[config.mk]
export PLATFORM = sky130hd
export DESIGN_NAME = bq_cfg_regs_flat
export DESIGN_NICKNAME = d
export VERILOG_FILES = /design/src/hdl/bq_pkg.sv /design/src/hdl/bq_if.sv /design/src/hdl/bq_cfg_regs.sv /design/src/flat_wrapper.sv
export SDC_FILE = /design/constraint.sdc
export NUM_CORES = 1
export LEC_CHECK = 0
export ABC_AREA = 0
export ABC_CLOCK_PERIOD_IN_PS = 1000
export BUFFER_PORTS_ARGS = -buffer_cell sky130_fd_sc_hd__buf_2
export CAP_MARGIN = 10
export CORE_UTILIZATION = 51
export DETAILED_ROUTE_END_ITERATION = 10
export PLACE_DENSITY = 0.8
export SKIP_CTS_REPAIR_TIMING = 1
export SYNTH_ARGS = -nofsm -noshare
export SYNTH_HDL_FRONTEND = slang
export SYNTH_SLANG_ARGS = --single-unit
[constraint.sdc]
create_clock -name clk -period 1 [get_ports clk]
set_clock_uncertainty 0.05 [all_clocks]
set_input_delay 0 -clock clk [delete_from_list [all_inputs] [get_ports clk]]
set_output_delay 0 -clock clk [all_outputs]
set_load 0.1 [all_outputs]
[src/hdl/bq_pkg.sv]
// Shared constants, types and helpers for the biquad direct form 1 filter.
`default_nettype none

package bq_pkg;

    // Data path widths
    localparam int WORD_W  = 32;
    localparam int ACC_W   = 2 * WORD_W;
    localparam int SHIFT_W = 5;

    // Channel history sets
    localparam int NUM_CHANNELS = 2;
    localparam int HIST_IDX_W   = (NUM_CHANNELS > 1) ? $clog2(NUM_CHANNELS) : 1;

    // Configuration register file
    localparam int CFG_IDX_W  = 3;
    localparam int CFG_DATA_W = WORD_W;

    typedef logic signed [WORD_W-1:0]  word_t;
    typedef logic signed [ACC_W-1:0]   acc_t;
    typedef logic        [SHIFT_W-1:0] shift_t;
    typedef logic        [HIST_IDX_W-1:0] hist_idx_t;

    typedef enum logic [CFG_IDX_W-1:0] {
        REG_GAIN_X0   = 3'd0,
        REG_GAIN_X1   = 3'd1,
        REG_GAIN_X2   = 3'd2,
        REG_GAIN_Y1   = 3'd3,
        REG_GAIN_Y2   = 3'd4,
        REG_OUT_SHIFT = 3'd5
    } cfg_index_t;

    localparam word_t  GAIN_X0_RESET   = 32'sh1000_0000;
    localparam word_t  GAIN_RESET      = '0;
    localparam shift_t OUT_SHIFT_RESET = 5'd4;

    // Coefficients and output scaling as seen by the data path
    typedef struct packed {
        word_t  gain_x0;
        word_t  gain_x1;
        word_t  gain_x2;
        word_t  gain_y1;
        word_t  gain_y2;
        shift_t out_shift;
    } coef_t;

    // Past samples of one channel
    typedef struct packed {
        word_t in1;
        word_t in2;
        word_t out1;
        word_t out2;
    } hist_t;

    // Channel number to history set (channel modulo set count)
    function automatic hist_idx_t chan_index(input logic chan);
        hist_idx_t idx;
        if (NUM_CHANNELS == 1)
        begin
            idx = '0;
        end
        else
        begin
            idx = hist_idx_t'(chan);
        end
        return idx;
    endfunction

endpackage

`default_nettype wire

[src/hdl/bq_if.sv]
// Valid/ready channel interfaces: samples in, filtered samples out, register writes.
`default_nettype none


interface bq_cfg_if
    import bq_pkg::*;
();
    logic                  valid;
    logic                  ready;
    logic [CFG_IDX_W-1:0]  index;
    logic [CFG_DATA_W-1:0] data;

    modport source (output valid, index, data, input ready);
    modport sink   (input valid, index, data, output ready);
endinterface

`default_nettype wire

[src/hdl/bq_cfg_regs.sv]
// Coefficient and output shift register file behind the configuration channel.
`default_nettype none

module bq_cfg_regs
    import bq_pkg::*;
(
    input  wire logic   clk,
    input  wire logic   rst_n,
    bq_cfg_if.sink      cfg,
    output coef_t       coef
);

    coef_t coef_reg;
    coef_t coef_next;
    logic  wr_beat;

    // Writes are always taken
    assign cfg.ready = 1'b1;
    assign wr_beat   = cfg.valid;

    // Register decode; unknown indexes are dropped
    always_comb
    begin
        coef_next = coef_reg;
        if (wr_beat)
        begin
            unique case (cfg.index)
                REG_GAIN_X0:   coef_next.gain_x0   = word_t'(cfg.data);
                REG_GAIN_X1:   coef_next.gain_x1   = word_t'(cfg.data);
                REG_GAIN_X2:   coef_next.gain_x2   = word_t'(cfg.data);
                REG_GAIN_Y1:   coef_next.gain_y1   = word_t'(cfg.data);
                REG_GAIN_Y2:   coef_next.gain_y2   = word_t'(cfg.data);
                REG_OUT_SHIFT: coef_next.out_shift = cfg.data[SHIFT_W-1:0];
                default:       coef_next = coef_reg;
            endcase
        end
    end

    always_ff @(posedge clk or negedge rst_n)
    begin
        if (!rst_n)
        begin
            coef_reg.gain_x0   <= GAIN_X0_RESET;
            coef_reg.gain_x1   <= GAIN_RESET;
            coef_reg.gain_x2   <= GAIN_RESET;
            coef_reg.gain_y1   <= GAIN_RESET;
            coef_reg.gain_y2   <= GAIN_RESET;
            coef_reg.out_shift <= OUT_SHIFT_RESET;
        end
        else
        begin
            coef_reg <= coef_next;
        end
    end

    assign coef = coef_reg;

endmodule

`default_nettype wire

[src/flat_wrapper.sv]
// flat-port wrapper written by rule: the top's interface ports become plain ports
module bq_cfg_regs_flat import bq_pkg::*;
  (clk, rst_n, coef, cfg_valid, cfg_index, cfg_data, cfg_ready);
  bq_cfg_if cfg_i ();
  input  wire logic clk;
  input  wire logic rst_n;
  output coef_t coef;
  input wire logic [$bits(cfg_i.valid)-1:0] cfg_valid;
  input wire logic [$bits(cfg_i.index)-1:0] cfg_index;
  input wire logic [$bits(cfg_i.data)-1:0] cfg_data;
  output wire logic [$bits(cfg_i.ready)-1:0] cfg_ready;
  assign cfg_i.valid = cfg_valid;
  assign cfg_i.index = cfg_index;
  assign cfg_i.data = cfg_data;
  assign cfg_ready = cfg_i.ready;
  bq_cfg_regs u_core (.clk(clk), .rst_n(rst_n), .cfg(cfg_i), .coef(coef));
endmodule
==> impl_results.md, run 1 <==
* Synth Area in Compound Gates at 0%
* Stop Error: [ERROR DPL-0038] Utilization greater than 100%, impossible to legalize
* Synthesized area per cell at 18.20 um2
* Post-synthesis mux area share at 32.15%
* Synth Area in XOR/XNOR at 0%
* Prevailing post-synth register cell: dfrtp_1
* Outcome: aborted with a tool error
* Top cell type's share of synthesized area at 62.95%
* Adder-cell share of the synthesized area at 0%
* Dpl ws at -0.4168 ns
* Synthesized Nets at 394
* Synthesized instance count at approximately 360
* TritonCTS Buffers at 17
* Placed insts at 730
* Post-synth top cells: dfrtp_1, mux2_2, mux2_4, buf_6, mux2_1
* #FFs+latches synth at 165
* Most numerous cell in the Yosys netlist: dfrtp_1
* Largest family of logic cells by synthesized area: multiplexers
* Port-buffer cells at 202
* Clock Sinks at 165
* Worst EP Category: output port
* Top cell type by total area after synthesis: dfrtp_1
* GRT worst endpoint: coef[2]
* Number of synthesized flops with an enable pin at 0
* CTS max path bufs at 2
* FP Rows at 40
* Detailed Place HPWL at 14240 um
* H-tree Lvls at 4
* DIE HEIGHT at 114.7 um
* Stop stage: global routing (5_1_grt)
* Top cells by area, synth: dfrtp_1, mux2_2, mux2_4
* Count of cell types in the netlist at 13
* Yosys warns at 0
* Synth Cell Area at approximately 6500 um2
* Pin count of the biggest net entering global routing at 43
* Simple-Gate Fraction of Synth Area at 1.178%
* Num ports at 204
* Initial core utilization at a little over half
* Routability cong. at between 0.7 and 0.8
* CTS root buf: clkbuf_16
* Asr flop ratio synth at 100.0%
* DIE WIDTH at 114.7 um
* Sequential fraction of the synthesis area at a little under two thirds
## per-stage QoR
stage / cell area [um2] / utilization (%)
floorplan: 7400 / -
global placement: 11270 / 92.33
detailed placement: 11270 / 92.33
CTS: 11860 / 97.13
## logic make-up after synthesis
kind of cell,after synthesis
flip-flops,165
other,1
AND/OR/NAND/NOR,6
buffers and inverters,19
multiplexers,165
==> run 2: changes to the inputs <==
--- a/config.mk
+++ b/config.mk
@@ -9,9 +9,9 @@
 export ABC_CLOCK_PERIOD_IN_PS = 1000
 export BUFFER_PORTS_ARGS = -buffer_cell sky130_fd_sc_hd__buf_2
 export CAP_MARGIN = 10
-export CORE_UTILIZATION = 51
+export CORE_UTILIZATION = 40
 export DETAILED_ROUTE_END_ITERATION = 10
-export PLACE_DENSITY = 0.8
+export PLACE_DENSITY_LB_ADDON = 0.15
 export SKIP_CTS_REPAIR_TIMING = 1
 export SYNTH_ARGS = -nofsm -noshare
 export SYNTH_HDL_FRONTEND = slang
==> impl_results.md, run 2 <==
* Outcome: finished with violations (was aborted with a tool error)
* Failing checks: negative hold slack, negative setup slack
* First-pass GRT wire length at approximately 27000 um
* CTS tree: done
* Max Freq at 0.7829 GHz
* Synthesized area per cell at 18.20 um2 (unchanged)
* Initial antenna violation count at 0
* Port-buffer cells at 202 (unchanged)
* Hold WC Path Type: in2async
* Vias in the first global route at 4479
* Post-synth top cells: dfrtp_1, mux2_2, mux2_4, buf_6, mux2_1 (unchanged)
* CP Capture Type: output pin
* Worst Path Max Fanout at 2
* Setup slack, reg-to-reg at -0.06 ns
* Unrepaired setup endpoints after global routing: yes
* Met1 Use GR at 29.10%
* Met2 usage in global routing at 35.52%
* Prevailing post-synth register cell: dfrtp_1 (unchanged)
* Most common cell after layout, fill and taps aside: buf_12
* Share of layout cells above drive strength 1 at 94.46%
* Top cells by area, synth: dfrtp_1, mux2_2, mux2_4 (unchanged)
* Pin count of the biggest net entering global routing at 37
* Post-route minimum period at 1.277 ns
* Clock Sinks at 165 (unchanged)
* Sw frac at 44.90%
* Total core area at 15830 um2
* Max incr delay on CP at 0.63 ns
* Hold Fails Final Rpt at 9
* Final worst-path cycle share at 127.7%
* Sequential fraction of the synthesis area at 63.76% (unchanged)
* Placed insts at 774 (was 730)
* Most frequent cells in the layout: buf_12, dfrtp_4, mux2_4, buf_6, buf_2
* Asr flop ratio synth at 100.0% (unchanged)
* H-tree Lvls at 4 (unchanged)
* Initial DRT Pass Iterations at 4
* WL final at 19350 um
* Reg-to-reg endpoint: u_core.coef[11]$_DFFE_PN0P_
* ANT nets after route at 0
* Most numerous cell in the Yosys netlist: dfrtp_1 (unchanged)
* Tot GR Track Use at 22.29%
* # DRC at 0
* Num ports at 204 (unchanged)
* #FFs+latches synth at 165 (unchanged)
* Worst path top cell family by delay: flip-flops
* Yosys warns at 0 (unchanged)
* Total gr overflow at 0
* Initial core utilization at 40.94% (was 53.06%)
* Clock latency at the later pin of the worst-skew pair at 0.42 ns
* DIE HEIGHT at 129.3 um (was 114.7 um)
* GRT met3 Usage at 7.184%
* Final setup vio count at 205
* Clock power share at approximately 17%
* Vias at 4252
* Routability cong. at 0.7374 (was 0.7838)
* Min Hold Slack at -0.02069 ns
* CP max-delay cell: dfstp_4
* CP bufs+invs at 1
* CTS root buf: clkbuf_16 (unchanged)
* Top cell type's share of synthesized area at 62.95% (unchanged)
* Max reg flops at 165
* Cells on worst reg2reg path at 2
* Kind of critical path: reg2out
* Final Core Density at 80.20%
* Starting DRT DRC Count at 141
* Critical Path, Cell by Cell: buf_12
* Max IR drop VDD at 0.002095 V
* Required time of the critical path at 0.95 ns
* Clock transition at path regs at 0.07 ns
* TritonCTS Buffers at 17 (unchanged)
* Reg-to-Reg Start: u_core.coef[11]$_DFFE_PN0P_
* GRT Max-Usage Layer: met2
* Nets at 693
* Synth Cell Area at 6480 um2 (unchanged)
* Combinational power share at around 55%
* WP data arrival at 1.23 ns
* Dpl ws at -0.3804 ns (was -0.4168 ns)
* Post-DR wirelength/cell at roughly 22 um
* Number of synthesized flops with an enable pin at 0 (unchanged)
* Cell area power density at 3078 nW/um2
* Number of max-cap violations at 0
* # diodes at 0
* Synthesized instance count at 356 (unchanged)
* PnR worst setup slack at -0.2773 ns
* Area growth syn-to-layout at 95.89%
* Synthesized Nets at 394 (unchanged)
* Top cell type by total area after synthesis: dfrtp_1 (unchanged)
* Switching pwr at 0.01755 W
* DR vias/cell at 4.810
* Startpoint Class: register
* Slew Viols, Final at 0
* Share of power burned in registers at 28.0%
* Die footprint at 16710 um2
* FP Rows at 46 (was 40)
* Leak at 5.521 nW
* Int Pwr at approximately 0.022 W
* Final Non-Filler Cells at approximately 900
* CTS max path bufs at 2 (unchanged)
* DIE WIDTH at 129.3 um (was 114.7 um)
* Detailed Place HPWL at 12250 um (was 14240 um)
* Count of cell types in the netlist at 13 (unchanged)
run 2: cell counts after synthesis:
Identical to the previous run, type by type.
run 2: worst max path at each step:
stage | start | to | slack, ns | cells past startpoint
floorplan | u_core.coef[113]$_DFFE_PN0P_ | u_core.coef[113]$_DFFE_PN0P_ | -0.11 | 1
global placement | cfg_index[2] | u_core.coef[132]$_DFFE_PN0P_ | -0.33 | 4
detailed placement | cfg_index[2] | u_core.coef[106]$_DFFE_PN0P_ | -0.38 | 4
CTS | u_core.coef[2]$_DFFE_PN1P_ | coef[2] | -0.30 | 1
global route | u_core.coef[2]$_DFFE_PN1P_ | coef[2] | -0.31 | 1
finish | u_core.coef[2]$_DFFE_PN1P_ | coef[2] | -0.28 | 1
run 2: layer usage:
layer,up-vias,part of all wire [%]
met3,21,6.4
met5,-,0
met1,2237,42
li1,1845,-
met4,0,1.2
met2,149,50
run 2: cells by family after synthesis:
logic type	share of synthesized area (%)
buf+inv	2.858
flops	63.76
mux	32.15
other cells	0.05787
simple gates	1.178
run 2: stage by stage:
stage | setup TNS [ns] | instance area (um2) | total power (W)
5_1_grt | -29.08 | 12690 | 0.04005
6_report | -24.36 | 12690 | 0.03907
3_3_place_gp | -41.64 | 11250 | 0.03110
3_5_place_dp | -45.56 | 11250 | 0.03139
2_1_floorplan | -13.16 | 7400 | 0.02321
4_1_cts | -25.39 | 11860 | 0.03819
run 2: cell type report:
cell class	instances	area [um2]
fillers	796	3134
clock inverters	13	155.1
clock buffers	19	452.9
repair buffers	299	4593
flip-flops and latches	165	4721
well taps	216	270.3
multi-input cells	172	2501
run 2: power groups by stage:
stage	logic [W]	registers, W	clock network [W]
finish	0.0213	0.0109	0.00679
global route	0.0218	0.0111	0.00714
CTS	0.0204	0.0109	0.00686
detailed placement	0.0204	0.0110	0
global placement	0.0202	0.0109	0
floorplan	0.00217	0.0210	0
(Power assumes the default switching activity.)
==> run 3: changes to the inputs <==
--- a/config.mk
+++ b/config.mk
@@ -9,6 +9,7 @@
 export ABC_CLOCK_PERIOD_IN_PS = 1000
 export BUFFER_PORTS_ARGS = -buffer_cell sky130_fd_sc_hd__buf_2
 export CAP_MARGIN = 10
+export CORE_MARGIN = 10
 export CORE_UTILIZATION = 40
 export DETAILED_ROUTE_END_ITERATION = 10
 export PLACE_DENSITY_LB_ADDON = 0.15
==> impl_results.md, run 3 (synthesis gave the netlist of run 2 again) <==
* Post-DR wirelength/cell at 23.47 um (was 21.89 um)
* Reg-to-reg endpoint: u_core.coef[83]$_DFFE_PN0P_ (was u_core.coef[11]$_DFFE_PN0P_)
* Cell area power density at 3073 nW/um2 (was 3078 nW/um2)
* Hold Fails Final Rpt at 6 (was 9)
* Startpoint Class: register (unchanged)
* CTS root buf: clkbuf_16 (unchanged)
* Worst Path Max Fanout at 2 (unchanged)
* Reg-to-Reg Start: u_core.coef[83]$_DFFE_PN0P_ (was u_core.coef[11]$_DFFE_PN0P_)
* CP max-delay cell: dfstp_4 (unchanged)
* Most common cell after layout, fill and taps aside: buf_12 (unchanged)
* PnR worst setup slack at -0.2804 ns (was -0.2773 ns)
* Vias in the first global route at 4639 (was 4479)
* H-tree Lvls at 4 (unchanged)
* DIE HEIGHT at 147.3 um (was 129.3 um)
* Routability cong. at 0.7427 (was 0.7374)
* Critical Path, Cell by Cell: buf_12 (unchanged)
* Clock Sinks at 165 (unchanged)
* Area growth syn-to-layout at 95.29% (was 95.89%)
* Required time of the critical path at 0.95 ns (about the same)
* Pin count of the biggest net entering global routing at 29 (was 37)
* Most frequent cells in the layout: buf_12, dfrtp_4, mux2_4, buf_6, buf_2 (unchanged)
* Final setup vio count at 202 (was 205)
* Clock latency at the later pin of the worst-skew pair at 0.42 ns (about the same)
* DIE WIDTH at 147.3 um (was 129.3 um)
* Max IR drop VDD at 0.001948 V (was 0.002095 V)
* TritonCTS Buffers at 17 (unchanged)
* Total core area at 15890 um2 (was 15830 um2)
* Starting DRT DRC Count at 138 (was 141)
* Min Hold Slack at -0.006718 ns (was -0.02069 ns)
* Initial core utilization at 40.79% (was 40.94%)
* Worst path top cell family by delay: flip-flops (unchanged)
* Initial DRT Pass Iterations at 4 (unchanged)
* # diodes at 0 (unchanged)
* CTS tree: done (unchanged)
* Setup slack, reg-to-reg at -0.06 ns (about the same)
* Hold WC Path Type: in2async (unchanged)
* Final setup TNS at -23.92 ns (was -24.36 ns)
* CP bufs+invs at 1 (unchanged)
* Nets at 693 (unchanged)
* Initial antenna violation count at 0 (unchanged)
* FP Rows at 46 (unchanged)
* Unrepaired setup endpoints after global routing: yes (unchanged)
* Leak at 5.506 nW (was 5.521 nW)
* WL final at 20700 um (was 19350 um)
* Max Freq at 0.7810 GHz (was 0.7829 GHz)
* CTS max path bufs at 2 (unchanged)
* Total gr overflow at 0 (unchanged)
* Tot GR Track Use at 18.49% (was 22.29%)
* ANT nets after route at 0 (unchanged)
* Detailed Place HPWL at 14510 um (was 12250 um)
* First-pass GRT wire length at 30690 um (was 27310 um)
* CP Depth at 1 (unchanged)
* # DRC at 0 (unchanged)
* Cells on worst reg2reg path at 2 (unchanged)
* Final worst-path cycle share at 128.0% (was 127.7%)
* Vias at 4209 (was 4252)
* Post-route minimum period at 1.280 ns (was 1.277 ns)
* Num ports at 204 (unchanged)
* Max reg flops at 165 (unchanged)
* Kind of critical path: reg2out (unchanged)
* CP Capture Type: output pin (unchanged)
* Port-buffer cells at 202 (unchanged)
* WP data arrival at 1.23 ns (about the same)
* Outcome: finished with violations (unchanged)
* Clock transition at path regs at 0.06 ns (was 0.07 ns)
* Failing checks: negative hold slack, negative setup slack (unchanged)
* Number of max-cap violations at 0 (unchanged)
* DR vias/cell at 4.772 (was 4.810)
* Max incr delay on CP at 0.63 ns (about the same)
* Die footprint at 21690 um2 (was 16710 um2)
* Slew Viols, Final at 0 (unchanged)
* Share of layout cells above drive strength 1 at 94.14% (was 94.46%)
-- run 3: cell count changes in the layout (fill, tap and decap cells not counted), moves of 2 or more --
cell,change
buf_4,+5
clkbuf_1,+2
clkinv_2,-2
buf_6,-5
-- run 3: layout make-up --
| type | instances | area [um2] |
|---|---|---|
| sequential | 165 | 4721 |
| timing repair buffer | 299 | 4569 |
| fill | 809 | 3231 |
| multi-input combinational | 172 | 2505 |
| clock buffer | 21 | 460.4 |
| tap | 216 | 270.3 |
| clock inverter | 9 | 128.9 |
-- run 3: how the worst max path moves through the flow --
stage / from / to
2_1_floorplan: u_core.coef[113]$_DFFE_PN0P_ / u_core.coef[113]$_DFFE_PN0P_
6_report: u_core.coef[161]$_DFFE_PN1P_ / coef[161]
4_1_cts: u_core.coef[161]$_DFFE_PN1P_ / coef[161]
3_3_place_gp: cfg_index[2] / u_core.coef[102]$_DFFE_PN0P_
5_1_grt: u_core.coef[161]$_DFFE_PN1P_ / coef[161]
3_5_place_dp: cfg_index[2] / u_core.coef[105]$_DFFE_PN0P_
-- run 3: power by group --
part,switching [W],internal [W]
sequential,0.00182,0.00910
clock,0.00260,0.00402
combinational,0.0130,0.00831
-- run 3: metrics by stage --
step           worst slack [ns]  utilization, %  instances  total power, W  instance area, um2
6_report                -0.2804           79.66        882         0.03888               12650
4_1_cts                 -0.2948           74.98        813         0.03829               11910
3_3_place_gp            -0.3231           71.27        783         0.03133               11320
3_5_place_dp            -0.3363           71.27        783         0.03161               11320
2_1_floorplan           -0.1084               -        356         0.02321                7400
5_1_grt                 -0.3022           79.66        882         0.03994               12650
-- run 3: metal layers --
layer  track usage (%)  vias up  part of all wire [%]
met5                 0        -                     0
met2             28.49      142                    49
li1                  -     1837                     -
met3             7.617       22                   7.9
met4             5.649        0                   1.1
met1             23.22     2208                    42
