**src/hdl/bq_pkg.sv**
```systemverilog
// Shared constants, types and helpers for the biquad direct form 1 filter.
`default_nettype none

package bq_pkg;

    // Data path widths
    localparam int WORD_W  = 32;
    localparam int ACC_W   = 2 * WORD_W;
    localparam int SHIFT_W = 5;

    // Channel history sets
    localparam int NUM_CHANNELS = 2;
    localparam int HIST_IDX_W   = (NUM_CHANNELS > 1) ? $clog2(NUM_CHANNELS) : 1;

    // Configuration register file
    localparam int CFG_IDX_W  = 3;
    localparam int CFG_DATA_W = WORD_W;

    typedef logic signed [WORD_W-1:0]  word_t;
    typedef logic signed [ACC_W-1:0]   acc_t;
    typedef logic        [SHIFT_W-1:0] shift_t;
    typedef logic        [HIST_IDX_W-1:0] hist_idx_t;

    typedef enum logic [CFG_IDX_W-1:0] {
        REG_GAIN_X0   = 3'd0,
        REG_GAIN_X1   = 3'd1,
        REG_GAIN_X2   = 3'd2,
        REG_GAIN_Y1   = 3'd3,
        REG_GAIN_Y2   = 3'd4,
        REG_OUT_SHIFT = 3'd5
    } cfg_index_t;

    localparam word_t  GAIN_X0_RESET   = 32'sh1000_0000;
    localparam word_t  GAIN_RESET      = '0;
    localparam shift_t OUT_SHIFT_RESET = 5'd4;

    // Coefficients and output scaling as seen by the data path
    typedef struct packed {
        word_t  gain_x0;
        word_t  gain_x1;
        word_t  gain_x2;
        word_t  gain_y1;
        word_t  gain_y2;
        shift_t out_shift;
    } coef_t;

    // Past samples of one channel
    typedef struct packed {
        word_t in1;
        word_t in2;
        word_t out1;
        word_t out2;
    } hist_t;

    // Channel number to history set (channel modulo set count)
    function automatic hist_idx_t chan_index(input logic chan);
        hist_idx_t idx;
        if (NUM_CHANNELS == 1)
        begin
            idx = '0;
        end
        else
        begin
            idx = hist_idx_t'(chan);
        end
        return idx;
    endfunction

endpackage

`default_nettype wire

```
**src/hdl/bq_history.sv**
```systemverilog
// Per-channel delay line: two past inputs and two past outputs for each channel.
`default_nettype none

module bq_history
    import bq_pkg::*;
(
    input  wire logic      clk,
    input  wire logic      rst_n,
    input  wire hist_idx_t rd_idx,
    output hist_t          hist,
    input  wire logic      wr_en,
    input  wire hist_idx_t wr_idx,
    input  wire word_t     wr_x,
    input  wire word_t     wr_y
);

    word_t prev_in1_reg  [NUM_CHANNELS];
    word_t prev_in2_reg  [NUM_CHANNELS];
    word_t prev_out1_reg [NUM_CHANNELS];
    word_t prev_out2_reg [NUM_CHANNELS];

    // Read port for the item in the input stage
    always_comb
    begin
        hist.in1  = prev_in1_reg[rd_idx];
        hist.in2  = prev_in2_reg[rd_idx];
        hist.out1 = prev_out1_reg[rd_idx];
        hist.out2 = prev_out2_reg[rd_idx];
    end

    // Shift the selected channel's history along
    always_ff @(posedge clk or negedge rst_n)
    begin
        if (!rst_n)
        begin
            for (int i = 0; i < NUM_CHANNELS; i++)
            begin
                prev_in1_reg[i]  <= '0;
                prev_in2_reg[i]  <= '0;
                prev_out1_reg[i] <= '0;
                prev_out2_reg[i] <= '0;
            end
        end
        else if (wr_en)
        begin
            prev_in2_reg[wr_idx]  <= prev_in1_reg[wr_idx];
            prev_in1_reg[wr_idx]  <= wr_x;
            prev_out2_reg[wr_idx] <= prev_out1_reg[wr_idx];
            prev_out1_reg[wr_idx] <= wr_y;
        end
    end

    // New input lands in the first tap
    a_in1_update: assert property (@(posedge clk) disable iff (!rst_n)
        wr_en |=> prev_in1_reg[$past(wr_idx)] == $past(wr_x))
        else $error("input history not updated");

    // Output history moves along by one
    a_out2_shift: assert property (@(posedge clk) disable iff (!rst_n)
        wr_en |=> prev_out2_reg[$past(wr_idx)] == $past(prev_out1_reg[wr_idx]))
        else $error("output history did not shift");

endmodule

`default_nettype wire

```
**config.mk**
```make
export PLATFORM = sky130hd
export DESIGN_NAME = bq_history
export DESIGN_NICKNAME = d
export VERILOG_FILES = /design/src/hdl/bq_pkg.sv /design/src/hdl/bq_history.sv
export SDC_FILE = /design/constraint.sdc
export NUM_CORES = 1
export LEC_CHECK = 0
export BUFFER_PORTS_ARGS = -buffer_cell sky130_fd_sc_hd__buf_2
export CORE_AREA = 2 2 161 123
export CTS_BUF_LIST = sky130_fd_sc_hd__clkbuf_4
export DETAILED_ROUTE_END_ITERATION = 10
export DIE_AREA = 0 0 163 125
export PLACE_DENSITY = 0.95
export SKIP_CTS_REPAIR_TIMING = 1
export SYNTH_ARGS = -nofsm -noshare
export SYNTH_HDL_FRONTEND = slang
export SYNTH_SLANG_ARGS = --single-unit
export TNS_END_PERCENT = 5
```
**constraint.sdc**
```tcl
create_clock -name clk -period 2 [get_ports clk]
set_input_delay 0.1 -clock clk [delete_from_list [all_inputs] [get_ports clk]]
set_output_delay 0.1 -clock clk [all_outputs]
set_load 0.03 [all_outputs]
```
==> impl_metrics.xml, run 1 <==
<?xml version="1.0" encoding="UTF-8"?>
<metrics>
  <group name="status">
    <metric name="run_status" unit="">completed</metric>
  </group>
  <group name="critical_path">
    <metric name="regToRegSetupSlack" unit="ns">1.14</metric>
    <metric name="startpoint" unit="">prev_in1_reg[30]</metric>
    <metric name="critical_path_required" unit="ns">1.90</metric>
    <metric name="critical_path.max_fanout" unit="">3</metric>
    <metric name="r2r_end" unit="">prev_out1_reg[12]</metric>
    <metric name="reg2reg_from" unit="">prev_out1_reg[12]</metric>
    <metric name="cpPeakStageDelay" unit="ns">0.41</metric>
    <metric name="worst-setup-path-type" unit="">reg2out</metric>
    <metric name="crit_path_cell_trace" unit="">mux2_2 -&gt; buf_2</metric>
    <metric name="critical_path_arrival" unit="ns">1.55</metric>
    <metric name="timing.critical_path.to" unit="">hist[126]</metric>
    <metric name="critPathLaunchType" unit="">flip-flop</metric>
    <metric name="reg2reg_depth" unit="">1</metric>
    <metric name="crit_slowest_cell" unit="">dfrtp_1</metric>
    <metric name="endpoint_kind" unit="">output port</metric>
  </group>
  <group name="detailed_routing">
    <metric name="top_layer_used" unit="">met4</metric>
    <metric name="dr.pass1.iters" unit="">4</metric>
    <metric name="drt_iter0_markers" unit="">215</metric>
    <metric name="wl_per_cell" unit="um">17.9</metric>
    <metric name="met2WireLength" unit="um">11300</metric>
    <metric name="residual_drc" unit="">0</metric>
    <metric name="drt.antenna.violating_nets" unit="">0</metric>
    <metric name="routed-wl-met3" unit="um">1300</metric>
    <metric name="avgViaCountPerCell" unit="">5.24</metric>
    <metric name="wirelength" unit="um">22700</metric>
    <metric name="wl_met1" unit="um">9760</metric>
    <metric name="vias" unit="">6631</metric>
  </group>
  <group name="die">
    <metric name="die_boundary_height" unit="um">125</metric>
    <metric name="io_pins" unit="">197</metric>
    <metric name="initial_core_util" unit="">0.585</metric>
    <metric name="placementRows" unit="">44</metric>
    <metric name="floorplan.die.width" unit="um">163</metric>
    <metric name="core_area" unit="mm^2">0.0190</metric>
    <metric name="dieArea" unit="mm^2">0.0204</metric>
  </group>
  <group name="hold_path">
    <metric name="min_path_type" unit="">in2reg</metric>
  </group>
  <group name="sta">
    <metric name="timing.final.max_slew_violations" unit="">0</metric>
    <metric name="worst_clock_skew" unit="ns">0.0248</metric>
    <metric name="setup_viol" unit="">0</metric>
    <metric name="relSlewSlack" unit="">0.662</metric>
    <metric name="timing.fmax" unit="GHz">0.605</metric>
    <metric name="finalSetupTns" unit="ns">0</metric>
    <metric name="layout_min_cycle_time" unit="ns">1.65</metric>
    <metric name="worst_pin_slew" unit="ns">0.507</metric>
    <metric name="finalHoldViolations" unit="">0</metric>
    <metric name="grt_setup_unrepaired" unit="">no</metric>
    <metric name="finalCritPeriodShare" unit="">0.826</metric>
  </group>
  <group name="yosys">
    <metric name="ys_seq_elements" unit="">256</metric>
    <metric name="count_of_unique_library_cells_instantiated_by_yosys" unit="">8</metric>
    <metric name="synthesis.nets" unit="">753</metric>
    <metric name="avgSynthCellArea" unit="um^2">16.3</metric>
    <metric name="synthesis.instances" unit="">684</metric>
    <metric name="synth_warnings" unit="">0</metric>
    <metric name="synth_area" unit="mm^2">0.0111</metric>
    <metric name="synth-seq-area-share" unit="">0.576</metric>
  </group>
  <group name="power_and_ir_drop">
    <metric name="leakagePower" unit="uW">0.00615</metric>
    <metric name="power.density_cell_area" unit="mW/mm^2">1080</metric>
    <metric name="peakVddDrop" unit="V">0.000618</metric>
  </group>
  <group name="placement">
    <metric name="hpwl" unit="um">14000</metric>
    <metric name="detailed_place.area" unit="mm^2">0.0123</metric>
    <metric name="place_congestion" unit="">0.752</metric>
    <metric name="placement.io_buffers" unit="">196</metric>
  </group>
  <group name="finish">
    <metric name="final.fill_count" unit="">1212</metric>
    <metric name="nNetsFinal" unit="">1047</metric>
    <metric name="area_growth" unit="%">22.7</metric>
    <metric name="design_area" unit="mm^2">0.0136</metric>
    <metric name="layout.area.seq" unit="mm^2">0.00641</metric>
    <metric name="layout-drive-gt1-share" unit="">0.555</metric>
    <metric name="area_occupied_by_multi_input_gates" unit="mm^2">0.00435</metric>
    <metric name="antenna-diode-count" unit="">0</metric>
    <metric name="leading_cell_types_in_the_layout_fill_and_taps_excluded" unit="">mux2_2, dfrtp_1, buf_2, mux2_1, clkbuf_4</metric>
    <metric name="mostFrequentLayoutCell" unit="">mux2_2</metric>
  </group>
  <group name="clock_tree">
    <metric name="cts-htree-levels" unit="">2</metric>
    <metric name="clock_insertion_delay_worst_skew" unit="ns">0.65</metric>
    <metric name="cts-root-to-sink-buffers" unit="">3</metric>
    <metric name="numClockSinks" unit="">256</metric>
    <metric name="clk_root_buffer_cell" unit="">clkbuf_4</metric>
    <metric name="cts_tree" unit="">yes</metric>
    <metric name="clk_transition_reported_paths" unit="ns">0.07</metric>
    <metric name="inserted_clock_buffers" unit="">59</metric>
  </group>
  <group name="run">
    <metric name="maxCapViolCount" unit="">0</metric>
  </group>
  <group name="grt">
    <metric name="first_pass_grt_wire_length" unit="um">35200</metric>
    <metric name="largest_net_degree_at_the_start_of_global_routing" unit="">73</metric>
    <metric name="initial_antenna_violation_count" unit="">0</metric>
    <metric name="vias_in_the_first_global_route" unit="">7053</metric>
    <metric name="globalRouteTotalUtil" unit="">0.212</metric>
    <metric name="globalRouteOverflowTotal" unit="">0</metric>
  </group>
</metrics>
-- synthesized netlist by cell type, drive strengths merged --
cell | n | share of area
buf | 42 | 0.034
nor2b | 1 | 0.00079
mux2 | 384 | 0.39
nand2 | 1 | 0.00034
dfrtp | 256 | 0.58
-- cell families after synthesis --
| group | share of synthesized area |
|---|---|
| buffers and inverters | 0.0338 |
| DFF | 0.576 |
| and+or+nand+nor | 0.00113 |
| muxes | 0.389 |
-- worst max-delay path: cells and delay by family, from the launching register on --
kind,cells,cell delay [ns]
multiplexers,1,0.31
buffers and inverters,1,0.19
flip-flops,1,0.41
-- worst min path at each step --
stage	startpoint	endpoint	cells after the start
2_1_floorplan	rst_n	prev_in1_reg[0]	0
3_3_place_gp	rst_n	prev_out2_reg[47]	1
3_5_place_dp	rst_n	prev_out2_reg[15]	1
4_1_cts	rst_n	prev_out2_reg[15]	1
5_1_grt	wr_en	prev_in2_reg[27]	4
6_report	wr_en	prev_in1_reg[27]	4
-- through the flow --
| stage | hold slack (ns) | total power, uW | utilization | std cells | setup WS [ns] |
|---|---|---|---|---|---|
| 6_report | 0.128 | 14700 | 0.718 | 1266 | 0.347 |
| 5_1_grt | 0.101 | 15400 | 0.718 | 1266 | 0.269 |
| 4_1_cts | -0.676 | 14700 | 0.683 | 1200 | 0.298 |
| 3_5_place_dp | 0.0841 | 10700 | 0.646 | 1104 | 0.647 |
| 3_3_place_gp | 0.0819 | 10500 | 0.646 | 1104 | 0.653 |
| 2_1_floorplan | -0.196 | 9520 | - | 684 | 0.958 |
-- metal layers --
layer | vias up | GRT usage
li1 | 3082 | -
met3 | 29 | 0.0660
met4 | 0 | 0.0692
met1 | 3356 | 0.271
met2 | 164 | 0.348
met5 | - | 0
-- cell type report --
class	count	area share
Sequential cell	256	0.470
Tap cell	253	0.0232
Timing Repair Buffer	275	0.137
Multi-Input combinational cell	386	0.319
Clock inverter	11	0.00495
Clock buffer	85	0.0468
-- where the power goes --
| part | switching, uW | internal, uW | total, uW |
|---|---|---|---|
| clock network | 1900 | 2050 | 3940 |
| logic | 2220 | 1710 | 3920 |
| registers | 614 | 6190 | 6810 |
(Power assumes the default switching activity.)
==> inputs of run 2 (changes only) <==
--- a/config.mk
+++ b/config.mk
@@ -5,12 +5,13 @@
 export SDC_FILE = /design/constraint.sdc
 export NUM_CORES = 1
 export LEC_CHECK = 0
+export ABC_AREA = 1
 export BUFFER_PORTS_ARGS = -buffer_cell sky130_fd_sc_hd__buf_2
-export CORE_AREA = 2 2 161 123
+export CORE_AREA = 2 2 178 137
 export CTS_BUF_LIST = sky130_fd_sc_hd__clkbuf_4
 export DETAILED_ROUTE_END_ITERATION = 10
-export DIE_AREA = 0 0 163 125
-export PLACE_DENSITY = 0.95
+export DIE_AREA = 0 0 180 139
+export PLACE_DENSITY = 0.89
 export SKIP_CTS_REPAIR_TIMING = 1
 export SYNTH_ARGS = -nofsm -noshare
 export SYNTH_HDL_FRONTEND = slang
==> constraint.sdc (replaced) <==
create_clock -name clk -period 1.5 [get_ports clk]
set_input_delay 0.075 -clock clk [delete_from_list [all_inputs] [get_ports clk]]
set_output_delay 0.075 -clock clk [all_outputs]
set_load 0.03 [all_outputs]
==> impl_metrics.xml, run 2 <==
<?xml version="1.0" encoding="UTF-8"?>
<metrics>
  <group name="die">
    <metric name="io_pins" unit="">197</metric>
    <metric name="floorplan.die.width" unit="um">180</metric>
    <metric name="placementRows" unit="">49</metric>
    <metric name="dieArea" unit="mm^2">0.0250</metric>
    <metric name="core_area" unit="mm^2">0.0234</metric>
    <metric name="die_boundary_height" unit="um">139</metric>
    <metric name="initial_core_util" unit="">0.520</metric>
  </group>
  <group name="detailed_routing">
    <metric name="vias" unit="">11700</metric>
    <metric name="residual_drc" unit="">0</metric>
    <metric name="avgViaCountPerCell" unit="">5.48</metric>
    <metric name="wirelength" unit="um">35700</metric>
    <metric name="dr.pass1.iters" unit="">8</metric>
    <metric name="drt.antenna.violating_nets" unit="">0</metric>
    <metric name="wl_per_cell" unit="um">16.7</metric>
    <metric name="drt_iter0_markers" unit="">1349</metric>
  </group>
  <group name="sta">
    <metric name="post-route-worst-setup-slack" unit="ns">-0.0413</metric>
    <metric name="grt_setup_unrepaired" unit="">yes</metric>
    <metric name="relSlewSlack" unit="">0.579</metric>
    <metric name="finalSetupTns" unit="ns">-0.0681</metric>
    <metric name="finalHoldViolations" unit="">0</metric>
    <metric name="timing.final.max_slew_violations" unit="">0</metric>
    <metric name="worst_pin_slew" unit="ns">0.631</metric>
    <metric name="finalCritPeriodShare" unit="">1.03</metric>
    <metric name="layout_min_cycle_time" unit="ns">1.54</metric>
    <metric name="worst_clock_skew" unit="ns">0.0259</metric>
    <metric name="setup_viol" unit="">4</metric>
    <metric name="timing.fmax" unit="GHz">0.649</metric>
  </group>
  <group name="finish">
    <metric name="area_growth" unit="%">27.9</metric>
    <metric name="layout.area.seq" unit="mm^2">0.00641</metric>
    <metric name="leading_cell_types_in_the_layout_fill_and_taps_excluded" unit="">nand2_1, nand3_1, dfrtp_1, inv_1, clkbuf_4</metric>
    <metric name="final.fill_count" unit="">1741</metric>
    <metric name="nNetsFinal" unit="">1861</metric>
    <metric name="mostFrequentLayoutCell" unit="">nand2_1</metric>
    <metric name="layout-drive-gt1-share" unit="">0.260</metric>
    <metric name="finish.utilization" unit="">0.664</metric>
    <metric name="area_occupied_by_multi_input_gates" unit="mm^2">0.00480</metric>
  </group>
  <group name="clock_tree">
    <metric name="clk_root_buffer_cell" unit="">clkbuf_4</metric>
    <metric name="clk_transition_reported_paths" unit="ns">0.09</metric>
    <metric name="clock_insertion_delay_worst_skew" unit="ns">0.63</metric>
    <metric name="cts-root-to-sink-buffers" unit="">3</metric>
    <metric name="inserted_clock_buffers" unit="">66</metric>
    <metric name="cts_tree" unit="">yes</metric>
    <metric name="cts-htree-levels" unit="">3</metric>
    <metric name="numClockSinks" unit="">256</metric>
  </group>
  <group name="yosys">
    <metric name="ys_seq_elements" unit="">256</metric>
    <metric name="avgSynthCellArea" unit="um^2">7.96</metric>
    <metric name="ys.flop_type" unit="">dfrtp_1</metric>
    <metric name="count_of_unique_library_cells_instantiated_by_yosys" unit="">15</metric>
    <metric name="synthesis.instances" unit="">1524</metric>
    <metric name="synth-seq-area-share" unit="">0.528</metric>
    <metric name="synth.area.top_cells" unit="">dfrtp_1, nand2_1, nand3_1</metric>
    <metric name="synthesis.nets" unit="">1593</metric>
    <metric name="post-synth-top-count-cell" unit="">nand2_1</metric>
    <metric name="synth_largest_area_cell" unit="">dfrtp_1</metric>
    <metric name="synth_enable_flop_cells" unit="">0</metric>
    <metric name="synth_area" unit="mm^2">0.0121</metric>
    <metric name="post_synth_most_frequent_cells" unit="">nand2_1, dfrtp_1, nand3_1, inv_1, o21ai_0</metric>
    <metric name="yosysTopAreaCellShare" unit="">0.528</metric>
    <metric name="synth_warnings" unit="">0</metric>
    <metric name="async_reset_ff_frac" unit="">1.00</metric>
  </group>
  <group name="critical_path">
    <metric name="cpPeakStageDelay" unit="ns">0.60</metric>
    <metric name="critical_path_arrival" unit="ns">2.12</metric>
    <metric name="critical_path_required" unit="ns">2.08</metric>
    <metric name="critPathLaunchType" unit="">input port</metric>
    <metric name="endpoint_kind" unit="">flip-flop</metric>
    <metric name="critical_path.max_fanout" unit="">84</metric>
    <metric name="worst-setup-path-type" unit="">in2reg</metric>
    <metric name="crit_path_cell_trace" unit="">dlygate4sd3_1 -&gt; buf_6 -&gt; buf_12 -&gt; nand3_1 -&gt; dlygate4sd3_1 -&gt; nand2_1</metric>
    <metric name="critical_path.n_buffers_inverters" unit="">4</metric>
    <metric name="crit_slowest_cell" unit="">dlygate4sd3_1</metric>
    <metric name="worst_path_most_repeated_cell" unit="">dlygate4sd3_1</metric>
    <metric name="timing.critical_path.max_delay_family" unit="">buffers and inverters</metric>
  </group>
  <group name="grt">
    <metric name="initial_antenna_violation_count" unit="">1</metric>
    <metric name="globalRouteTotalUtil" unit="">0.243</metric>
    <metric name="largest_net_degree_at_the_start_of_global_routing" unit="">121</metric>
    <metric name="globalRouteOverflowTotal" unit="">0</metric>
    <metric name="vias_in_the_first_global_route" unit="">10300</metric>
    <metric name="first_pass_grt_wire_length" unit="um">50600</metric>
  </group>
  <group name="status">
    <metric name="violations_in_the_final_reports" unit="">setup timing</metric>
    <metric name="run_status" unit="">complete, but fails checks</metric>
  </group>
  <group name="placement">
    <metric name="hpwl" unit="um">19000</metric>
    <metric name="placement.io_buffers" unit="">196</metric>
    <metric name="pre_cts_slack" unit="ns">0.328</metric>
    <metric name="place_congestion" unit="">0.827</metric>
  </group>
  <group name="run">
    <metric name="maxCapViolCount" unit="">0</metric>
  </group>
  <group name="power_and_ir_drop">
    <metric name="power.density_cell_area" unit="mW/mm^2">1240</metric>
    <metric name="peakVddDrop" unit="V">0.000847</metric>
    <metric name="leakagePower" unit="uW">0.00839</metric>
  </group>
  <group name="hold_path">
    <metric name="min_path_type" unit="">in2async</metric>
  </group>
</metrics>
run 2: through the flow:
stage          hold slack, ns  instances  power (uW)  cell area, um^2
2_1_floorplan          -0.221       1524       11400            12100
3_3_place_gp           0.0948       1951       12700            13400
3_5_place_dp           0.0977       1951       12900            13400
4_1_cts                -0.592       2051       18400            14100
5_1_grt                0.0134       2131       20200            15500
6_report              0.00264       2131       19200            15500
run 2: power by group:
part	total (uW)	internal (uW)	switching, uW	leakage (uW)
Clock	5510	2760	2750	0.000443
Sequential	8640	7890	749	0.00322
Combinational	5080	1860	3220	0.00473
Total	19200	12500	6710	0.00839
run 2: layout make-up:
type / count / share of cell area
diodes: 1 / 0.000161
clock buffers: 91 / 0.0440
clock inverters: 9 / 0.00226
inverters: 129 / 0.0314
multi-input cells: 1026 / 0.309
flip-flops and latches: 256 / 0.413
well taps: 306 / 0.0247
repair buffers: 313 / 0.175
run 2: routing by layer:
layer,up-vias,wire [um],GRT usage
li1,5348,-,-
met1,5524,14100,0.346
met4,0,1190,0.0822
met3,120,3150,0.0557
met2,680,17200,0.371
met5,-,0,0
run 2: cell families (layout without fill, tap and decap cells):
logic type	after synthesis	count (layout)	synth area share
buffers and inverters	242	542	0.0946
flip-flops	256	256	0.528
AO/OA/AOI/OAI	128	128	0.0652
other	0	1	0
AND/OR/NAND/NOR	898	898	0.312
run 2: worst paths after layout:
path	depth (start not counted)	startpoint	endpoint	slack (ns)
min reg2reg	2	prev_in2_reg[11]	prev_in2_reg[11]	0.47
max	6	wr_en	prev_in1_reg[28]	-0.04
max in group asynchronous	3	rst_n	prev_out2_reg[32]	0.82
min in group clk	4	wr_x[20]	prev_in1_reg[52]	0.24
min	2	rst_n	prev_out2_reg[40]	0.003
max reg2reg	3	prev_out1_reg[37]	prev_out2_reg[37]	0.70
